### src/rtl/lkv_pkg.sv
// ----------------------------------------------------------------------------
// lkv_pkg
// Shared types and constants for the lru key/value cache core.
// ----------------------------------------------------------------------------
package lkv_pkg;

	// field widths fixed by the interface
	localparam int KEY_W = 32;
	localparam int VAL_W = 32;
	localparam int CAP_W = 5;

	// operation codes carried on func
	localparam logic FUNC_GET = 1'b0;
	localparam logic FUNC_PUT = 1'b1;

	// capacity register reset value
	localparam logic [CAP_W-1:0] CAP_RESET = 5'd16;

	// value returned by a get that misses
	localparam logic [VAL_W-1:0] MISS_VALUE = 32'hFFFF_FFFF;

	// commands from the controller to the datapath
	typedef struct packed {
		logic load;    // capture a new transaction and its lookup result
		logic commit;  // update the table and load the result register
		logic cfg_we;  // write the capacity register
	} dp_cmd_t;

endpackage

### src/rtl/lkv_ctrl.sv
// ----------------------------------------------------------------------------
// lkv_ctrl
// Controller: two-state sequencer (lookup capture, table update) plus the
// output valid register and the handshakes of all three channels.
// ----------------------------------------------------------------------------
module lkv_ctrl (
	input  logic            clk,
	input  logic            arst_n,
	input  logic            in_valid,
	output logic            in_stall,
	output logic            out_valid,
	input  logic            out_stall,
	input  logic            cfg_valid,
	output logic            cfg_ready,
	output lkv_pkg::dp_cmd_t cmd
);

	localparam logic S_IDLE   = 1'b0;
	localparam logic S_UPDATE = 1'b1;

	logic state_q;
	logic out_valid_q;
	logic out_free;

	// handshakes
	assign in_stall  = (state_q != S_IDLE);
	assign cfg_ready = (state_q == S_IDLE);
	assign out_valid = out_valid_q;
	assign out_free  = !out_valid_q || !out_stall;

	// commands
	always_comb begin
		cmd.load   = in_valid && (state_q == S_IDLE);
		cmd.commit = (state_q == S_UPDATE) && out_free;
		cmd.cfg_we = cfg_valid && (state_q == S_IDLE);
	end

	// sequencer
	always_ff @(posedge clk or negedge arst_n) begin
		if (!arst_n) begin
			state_q <= S_IDLE;
		end else begin
			unique case (state_q)
				S_IDLE: begin
					if (cmd.load) state_q <= S_UPDATE;
				end
				S_UPDATE: begin
					if (cmd.commit) state_q <= S_IDLE;
				end
				default: state_q <= S_IDLE;
			endcase
		end
	end

	// result valid
	always_ff @(posedge clk or negedge arst_n) begin
		if (!arst_n) begin
			out_valid_q <= 1'b0;
		end else if (cmd.commit) begin
			out_valid_q <= 1'b1;
		end else if (!out_stall) begin
			out_valid_q <= 1'b0;
		end
	end

endmodule

### src/rtl/lkv_datapath.sv
// ----------------------------------------------------------------------------
// lkv_datapath
// Datapath: register table of keys, values and recency ranks, parallel key
// compare, capture stage, recency update and the result register.
// ----------------------------------------------------------------------------
module lkv_datapath #(
	parameter int ENTRIES = 16
) (
	input  logic                          clk,
	input  logic                          arst_n,
	input  lkv_pkg::dp_cmd_t              cmd,
	input  logic                          func,
	input  logic [lkv_pkg::KEY_W-1:0]     key,
	input  logic [lkv_pkg::VAL_W-1:0]     value,
	input  logic [lkv_pkg::CAP_W-1:0]     cfg_data,
	output logic                          hit,
	output logic [lkv_pkg::VAL_W-1:0]     read_value
);

	localparam int CW = $clog2(ENTRIES + 1);
	localparam int RW = (ENTRIES > 1) ? $clog2(ENTRIES) : 1;

	// table
	logic [ENTRIES-1:0]          valid_q;
	logic [lkv_pkg::KEY_W-1:0]   ent_key_q   [ENTRIES];
	logic [lkv_pkg::VAL_W-1:0]   ent_value_q [ENTRIES];
	logic [RW-1:0]               ent_rank_q  [ENTRIES];
	logic [CW-1:0]               fill_q;
	logic [lkv_pkg::CAP_W-1:0]   cap_q;

	// capture stage
	logic                        func_s1;
	logic [lkv_pkg::KEY_W-1:0]   key_s1;
	logic [lkv_pkg::VAL_W-1:0]   value_s1;
	logic [ENTRIES-1:0]          match_s1;
	logic                        hit_s1;

	// result register
	logic                        hit_q;
	logic [lkv_pkg::VAL_W-1:0]   read_value_q;

	logic [ENTRIES-1:0]          match;
	logic [ENTRIES-1:0]          match_first;
	logic [ENTRIES-1:0]          free_vec;
	logic [ENTRIES-1:0]          free_first;
	logic [ENTRIES-1:0]          victim;
	logic [ENTRIES-1:0]          target;
	logic [RW-1:0]               hit_rank;
	logic [lkv_pkg::VAL_W-1:0]   hit_val;
	logic [CW-1:0]               eff_cap;
	logic [CW-1:0]               fill_m1;
	logic [CW-1:0]               limit;
	logic                        full;
	logic                        is_put;
	logic                        insert;
	logic                        do_write;
	logic [lkv_pkg::VAL_W-1:0]   result_val;

	// parallel key compare against the table
	always_comb begin
		for (int i = 0; i < ENTRIES; i++) begin
			match[i] = valid_q[i] && (ent_key_q[i] == key);
		end
	end
	assign match_first = match & (~match + ENTRIES'(1));

	// capture stage
	always_ff @(posedge clk) begin
		if (cmd.load) begin
			func_s1  <= func;
			key_s1   <= key;
			value_s1 <= value;
			match_s1 <= match_first;
			hit_s1   <= |match;
		end
	end

	// rank and value of the matching entry
	always_comb begin
		hit_rank = '0;
		hit_val  = '0;
		for (int i = 0; i < ENTRIES; i++) begin
			if (match_s1[i]) begin
				hit_rank = hit_rank | ent_rank_q[i];
				hit_val  = hit_val | ent_value_q[i];
			end
		end
	end

	// effective capacity, clamped to one through ENTRIES
	always_comb begin
		priority if (cap_q == '0) begin
			eff_cap = CW'(1);
		end else if (int'(cap_q) > ENTRIES) begin
			eff_cap = CW'(ENTRIES);
		end else begin
			eff_cap = CW'(cap_q);
		end
	end

	assign full    = (fill_q >= eff_cap);
	assign fill_m1 = fill_q - CW'(1);

	// least recent entry holds the largest rank, fill minus one
	always_comb begin
		for (int i = 0; i < ENTRIES; i++) begin
			victim[i] = valid_q[i] && (CW'(ent_rank_q[i]) == fill_m1);
		end
	end

	// first free slot
	assign free_vec   = ~valid_q;
	assign free_first = free_vec & (~free_vec + ENTRIES'(1));

	// slot to promote and the rank bound below which entries age
	assign is_put   = (func_s1 == lkv_pkg::FUNC_PUT);
	assign insert   = is_put && !hit_s1;
	assign do_write = cmd.commit && (is_put || hit_s1);

	always_comb begin
		priority if (hit_s1) begin
			target = match_s1;
			limit  = CW'(hit_rank);
		end else if (full) begin
			target = victim;
			limit  = fill_m1;
		end else begin
			target = free_first;
			limit  = fill_q;
		end
	end

	// table payload update
	always_ff @(posedge clk) begin
		if (do_write) begin
			for (int i = 0; i < ENTRIES; i++) begin
				if (target[i]) begin
					ent_rank_q[i] <= '0;
					if (is_put) ent_value_q[i] <= value_s1;
					if (insert) ent_key_q[i] <= key_s1;
				end else if (valid_q[i] && (CW'(ent_rank_q[i]) < limit)) begin
					ent_rank_q[i] <= ent_rank_q[i] + RW'(1);
				end
			end
		end
	end

	// valid bits and fill count
	always_ff @(posedge clk or negedge arst_n) begin
		if (!arst_n) begin
			valid_q <= '0;
			fill_q  <= '0;
		end else if (do_write && insert && !full) begin
			valid_q <= valid_q | target;
			fill_q  <= fill_q + CW'(1);
		end
	end

	// capacity register
	always_ff @(posedge clk or negedge arst_n) begin
		if (!arst_n) begin
			cap_q <= lkv_pkg::CAP_RESET;
		end else if (cmd.cfg_we) begin
			cap_q <= cfg_data;
		end
	end

	// result selection
	always_comb begin
		priority if (is_put) begin
			result_val = '0;
		end else if (hit_s1) begin
			result_val = hit_val;
		end else begin
			result_val = lkv_pkg::MISS_VALUE;
		end
	end

	// result register
	always_ff @(posedge clk) begin
		if (cmd.commit) begin
			hit_q        <= hit_s1;
			read_value_q <= result_val;
		end
	end

	assign hit        = hit_q;
	assign read_value = read_value_q;

endmodule

### src/rtl/lru_key_value_cache_core.sv
// ----------------------------------------------------------------------------
// lru_key_value_cache_core
// Fully associative key/value cache with least-recently-used replacement.
// ----------------------------------------------------------------------------
// Each transaction is a get (func 0) or a put (func 1). The key is compared
// against all ENTRIES table entries in the cycle the transaction is accepted;
// the capture stage registers it, then the update step updates recency ranks,
// the value and key and loads the result register, waiting while an earlier
// result is still stalled. in_stall stays high until the update step is done,
// so no new transaction is accepted before then. out_valid rises as the update
// step loads the result. A result waiting on out_stall does not block the next
// acceptance, only its update step. hit reports a key present before the
// operation; read_value is the stored value on a get hit, all ones on a get
// miss and zero on a put. capacity (cfg_data) is clamped to 1..ENTRIES and is
// written only while no transaction is in flight; lowering it below the
// current fill keeps existing entries and evicts one per later put miss.
// ----------------------------------------------------------------------------
module lru_key_value_cache_core #(
	parameter int ENTRIES = 16
) (
	input  logic                      clk,
	input  logic                      arst_n,
	input  logic                      in_valid,
	output logic                      in_stall,
	input  logic                      func,
	input  logic [lkv_pkg::KEY_W-1:0] key,
	input  logic [lkv_pkg::VAL_W-1:0] value,
	output logic                      out_valid,
	input  logic                      out_stall,
	output logic                      hit,
	output logic [lkv_pkg::VAL_W-1:0] read_value,
	input  logic                      cfg_valid,
	output logic                      cfg_ready,
	input  logic [lkv_pkg::CAP_W-1:0] cfg_data
);

	lkv_pkg::dp_cmd_t cmd;

	// controller
	lkv_ctrl u_ctrl (
		.clk       (clk),
		.arst_n    (arst_n),
		.in_valid  (in_valid),
		.in_stall  (in_stall),
		.out_valid (out_valid),
		.out_stall (out_stall),
		.cfg_valid (cfg_valid),
		.cfg_ready (cfg_ready),
		.cmd       (cmd)
	);

	// datapath
	lkv_datapath #(
		.ENTRIES (ENTRIES)
	) u_datapath (
		.clk        (clk),
		.arst_n     (arst_n),
		.cmd        (cmd),
		.func       (func),
		.key        (key),
		.value      (value),
		.cfg_data   (cfg_data),
		.hit        (hit),
		.read_value (read_value)
	);

endmodule

### config.mk
export PLATFORM = sky130hd
export DESIGN_NAME = lru_key_value_cache_core
export DESIGN_NICKNAME = d
export VERILOG_FILES = /design/src/rtl/lkv_pkg.sv /design/src/rtl/lkv_ctrl.sv /design/src/rtl/lkv_datapath.sv /design/src/rtl/lru_key_value_cache_core.sv
export SDC_FILE = /design/constraint.sdc
export NUM_CORES = 2
export LEC_CHECK = 0
export ABC_AREA = 1
export BUFFER_PORTS_ARGS = -buffer_cell sky130_fd_sc_hd__buf_2
export CORE_AREA = 2 2 371 373
export CTS_BUF_LIST = sky130_fd_sc_hd__clkbuf_8
export DETAILED_ROUTE_END_ITERATION = 6
export DIE_AREA = 0 0 373 375
export PLACE_DENSITY = 0.57
export SLEW_MARGIN = 20
export SYNTH_ARGS = -nofsm -noshare
export SYNTH_HDL_FRONTEND = slang
export SYNTH_SLANG_ARGS = --single-unit
### constraint.sdc
create_clock -name clk -period 6.1 [get_ports clk]
set_clock_uncertainty 0.1 [all_clocks]
set_input_delay 0.305 -clock clk [delete_from_list [all_inputs] [get_ports clk]]
set_output_delay 0.305 -clock clk [all_outputs]
set_load 0.02 [all_outputs]
==> results.py <==
metrics = {
    "placement": {
        "gp_congestion": 0.905,
        "hpwl_mm": 103,
        "port_buffers": 110,
        "placed_cells": 6010,
    },
    "global_route": {
        "grt_pass1_wl_mm": 245,
        "top_usage_layer": "met2",
        "antenna_found_initial": 9,
        "use_met3_pct": 4.41,
        "grt_use_met1_pct": 33.1,
        "grt_use_met2_pct": 37.5,
        "grt_max_degree": 47,
        "grt_overflow_total": 0,
        "grt_usage_pct": 24.2,
        "grt_pass1_vias": 34900,
    },
    "logic_synthesis": {
        "avgSynthCellArea_sq_um": 12.6,
        "ys.flop_type": "edfxtp_1",
        "ys.warnings.count": 0,
        "syn_area_sq_um": 52600,
        "ys_ff_latch": 1231,
        "syn_inst": 4185,
        "async_flop_share_pct": 2.27,
        "synth.net_count": 4331,
        "synth_edf_count": 1203,
        "ys_types": 61,
        "synth-seq-area-share_pct": 70.1,
    },
    "power_and_ir_drop": {
        "ir_worst_vdd_mv": 0.295,
        "power_mw": 23.4,
        "p_per_area_nw_per_um2": 387,
        "p_leak_nw": 21.7,
    },
    "setup_path": {
        "path_class": "flip-flop to flip-flop",
        "critPathLaunchType": "flip-flop",
        "reg2reg_slack_ns": 1.72,
        "r2r-end": "u_datapath.ent_value_q[1][210]$_DFFE_PP_",
        "end_kind": "flip-flop",
        "r2r.worst_path.cells": 15,
        "cp_data_required_time_ns": 6.58,
        "critPathArrivalTime_ns": 4.86,
        "startpoint": "u_datapath.fill_q[0]$_DFFE_PN0P_",
        "rr_startpoint": "u_datapath.fill_q[0]$_DFFE_PN0P_",
        "critPathMaxFanout": 33,
        "worstSetupEndpoint": "u_datapath.ent_value_q[1][210]$_DFFE_PP_",
    },
    "route": {
        "wl_per_cell_um": 26.3,
        "initialDrtViolationCount": 4389,
        "wl_mm": 171,
        "vias_per_cell": 5.53,
        "drc": 0,
        "num_vias": 36000,
        "ant_nets": 0,
        "dr.pass1.iters": 6,
    },
    "sta": {
        "fin_crit_ns": 4.38,
        "hold_violations": 0,
        "period_share_pct": 71.8,
        "rsz0062_at_grt": "no",
        "report.final.setup_viol": 0,
        "drv_slew": 0,
        "tightest_slew_ns": 1.27,
        "max_clock_freq_mhz": 228,
        "maxSlewHeadroom_pct": 15.5,
        "timing.setup.tns_ns": 0,
    },
    "finish": {
        "synthToLayoutAreaGrowth_pct": 14.9,
        "instances_no_fill": 6500,
        "final_common_cell": "edfxtp_1",
        "drive_above_1_share_pct": 12.4,
        "layout_common_cells": "edfxtp_1, nand2_1, inv_1",
        "fill_cells": 12500,
        "finalNetCount": 4684,
    },
    "clock_tree": {
        "numCtsBuffers": 197,
        "cts_resized": 0,
        "clock_sinks": 1231,
        "clk_latency_ns": 0.94,
        "clk_pin_slew_ns": 0.06,
        "ctsRootBufferMaster": "clkbuf_8",
        "cts_tree": "built",
        "htree_levels": 4,
        "clockBufferDepth": 3,
    },
    "die": {
        "row_count": 136,
        "initial_core_util_pct": 38.6,
        "core_area_sq_um": 136000,
        "fp.dieArea_sq_um": 140000,
        "die_h_um": 375,
        "ios": 111,
        "die_w_um": 373,
    },
    "status": {
        "outcome": "complete, no violations",
    },
    "min_path": {
        "hold_path_class": "input pin to flip-flop",
        "holdPathStages": 2,
    },
    "flow_run": {
        "cap_violations": 0,
    },
}
==> how the worst min path moves through the flow <==
stage,slack [ns],end,from
after floorplan,-0.09,u_ctrl.in_stall$_DFF_PN0_,arst_n
after global placement,0.33,u_datapath.ent_key_q[0][26]$_DFFE_PP_,u_datapath.key_s1[26]$_DFFE_PP_
after detailed placement,0.35,u_ctrl.out_valid$_DFFE_PN0P_,arst_n
after CTS,0.03,u_datapath.key_s1[5]$_DFFE_PP_,key[5]
after global routing,0.1,u_datapath.key_s1[5]$_DFFE_PP_,key[5]
final,0.15,u_datapath.key_s1[17]$_DFFE_PP_,key[17]
==> registers in the layout, summed over array words and instances (netlist names), 5 cells and up <==
register                flops
u_datapath.ent_rank_q      64
u_datapath.match_s1        16
u_datapath.key_s1          32
u_datapath.cap_q            5
u_datapath.fill_q           5
u_datapath.valid_q         16
u_datapath.ent_key_q      512
u_datapath.read_value      32
u_datapath.value_s1        32
u_datapath.ent_value_q    512
==> cells by family after synthesis <==
kind of cell | after synthesis | share of synthesized area [%]
adder cells (fa/ha/maj) | 71 | 1.69
buffers and inverters | 428 | 3.52
multiplexers | 3 | 0.0643
AO/OA/AOI/OAI | 624 | 7.79
XOR/XNOR | 239 | 4.01
AND/OR/NAND/NOR | 1589 | 12.9
flip-flops | 1231 | 70.1
==> cell usage after synthesis (all sizes together), types with 19 or more instances <==
library cell  number  area, sq um
edfxtp          1203        36100
nand2            909         3430
nor2             328         1260
inv              256          963
o21ai            214         1070
xnor2            159         1390
nand3            142          721
buf              111          658
a21oi             97          493
a221oi            81          709
a22o              81          709
xor2              80          716
nand4             79          500
ha                71          888
clkbuf            60          226
o22ai             60          382
nor3              56          305
or2               41          257
a211oi            39          293
dfrtp             27          676
a41oi             19          166
nor4              19          119
==> metal layers <==
metal	vias to the layer above	part of all wire, %
met5	-	0.0076
met4	2	4.4
met3	363	9.0
met2	1916	45
met1	17900	41
li1	15800	-
==> through the flow <==
step           util [%]  setup slack (ns)  cell area, sq um  hold slack (ns)
5_1_grt            44.3              1.42             60400           0.0957
3_3_place_gp       40.7              1.76             55400            0.333
2_1_floorplan         -              1.26             52600          -0.0906
3_5_place_dp       40.7              1.76             55500            0.346
4_1_cts            44.2              1.75             60200           0.0350
6_report           44.3              1.72             60400            0.151
==> power by group <==
| group | switching (mW) | total [mW] | internal (mW) |
|---|---|---|---|
| combinational | 3.80 | 5.47 | 1.67 |
| clock | 3.39 | 6.50 | 3.11 |
| sequential | 0.877 | 11.4 | 10.5 |
==> what timing repair did <==
action | in CTS | in global routing
hold endpoints to repair | 107 | 0
setup buffers | 0 | 0
hold buffers | 116 | 0
==> area by class of cell <==
type	count	area, sq um	area share, %
Clock buffer	199	2740	4.54
Timing Repair Buffer	325	2640	4.37
Clock inverter	162	790	1.31
Inverter	257	967	1.60
Sequential cell	1231	36800	61.0
Antenna cell	6	15.0	0.0249
Tap cell	1794	2240	3.72
Multi-Input combinational cell	2526	14200	23.5
==> worst max-delay path, stage by stage (launching register included) <==
cell and delay, ns:
dfrtp_1 0.32, buf_4 0.34, inv_2 0.17, ha_1 0.74, buf_4 0.33, o22ai_1 0.10, a211oi_1 0.18, nand2_1 0.07
nor2_1 0.09, nand2_1 0.05, nand2_1 0.08, inv_1 0.07, nand2_1 0.10, nand2_1 0.14, nor2_4 0.79, buf_4 0.37
Note: power is estimated with default switching activity, not from simulation.
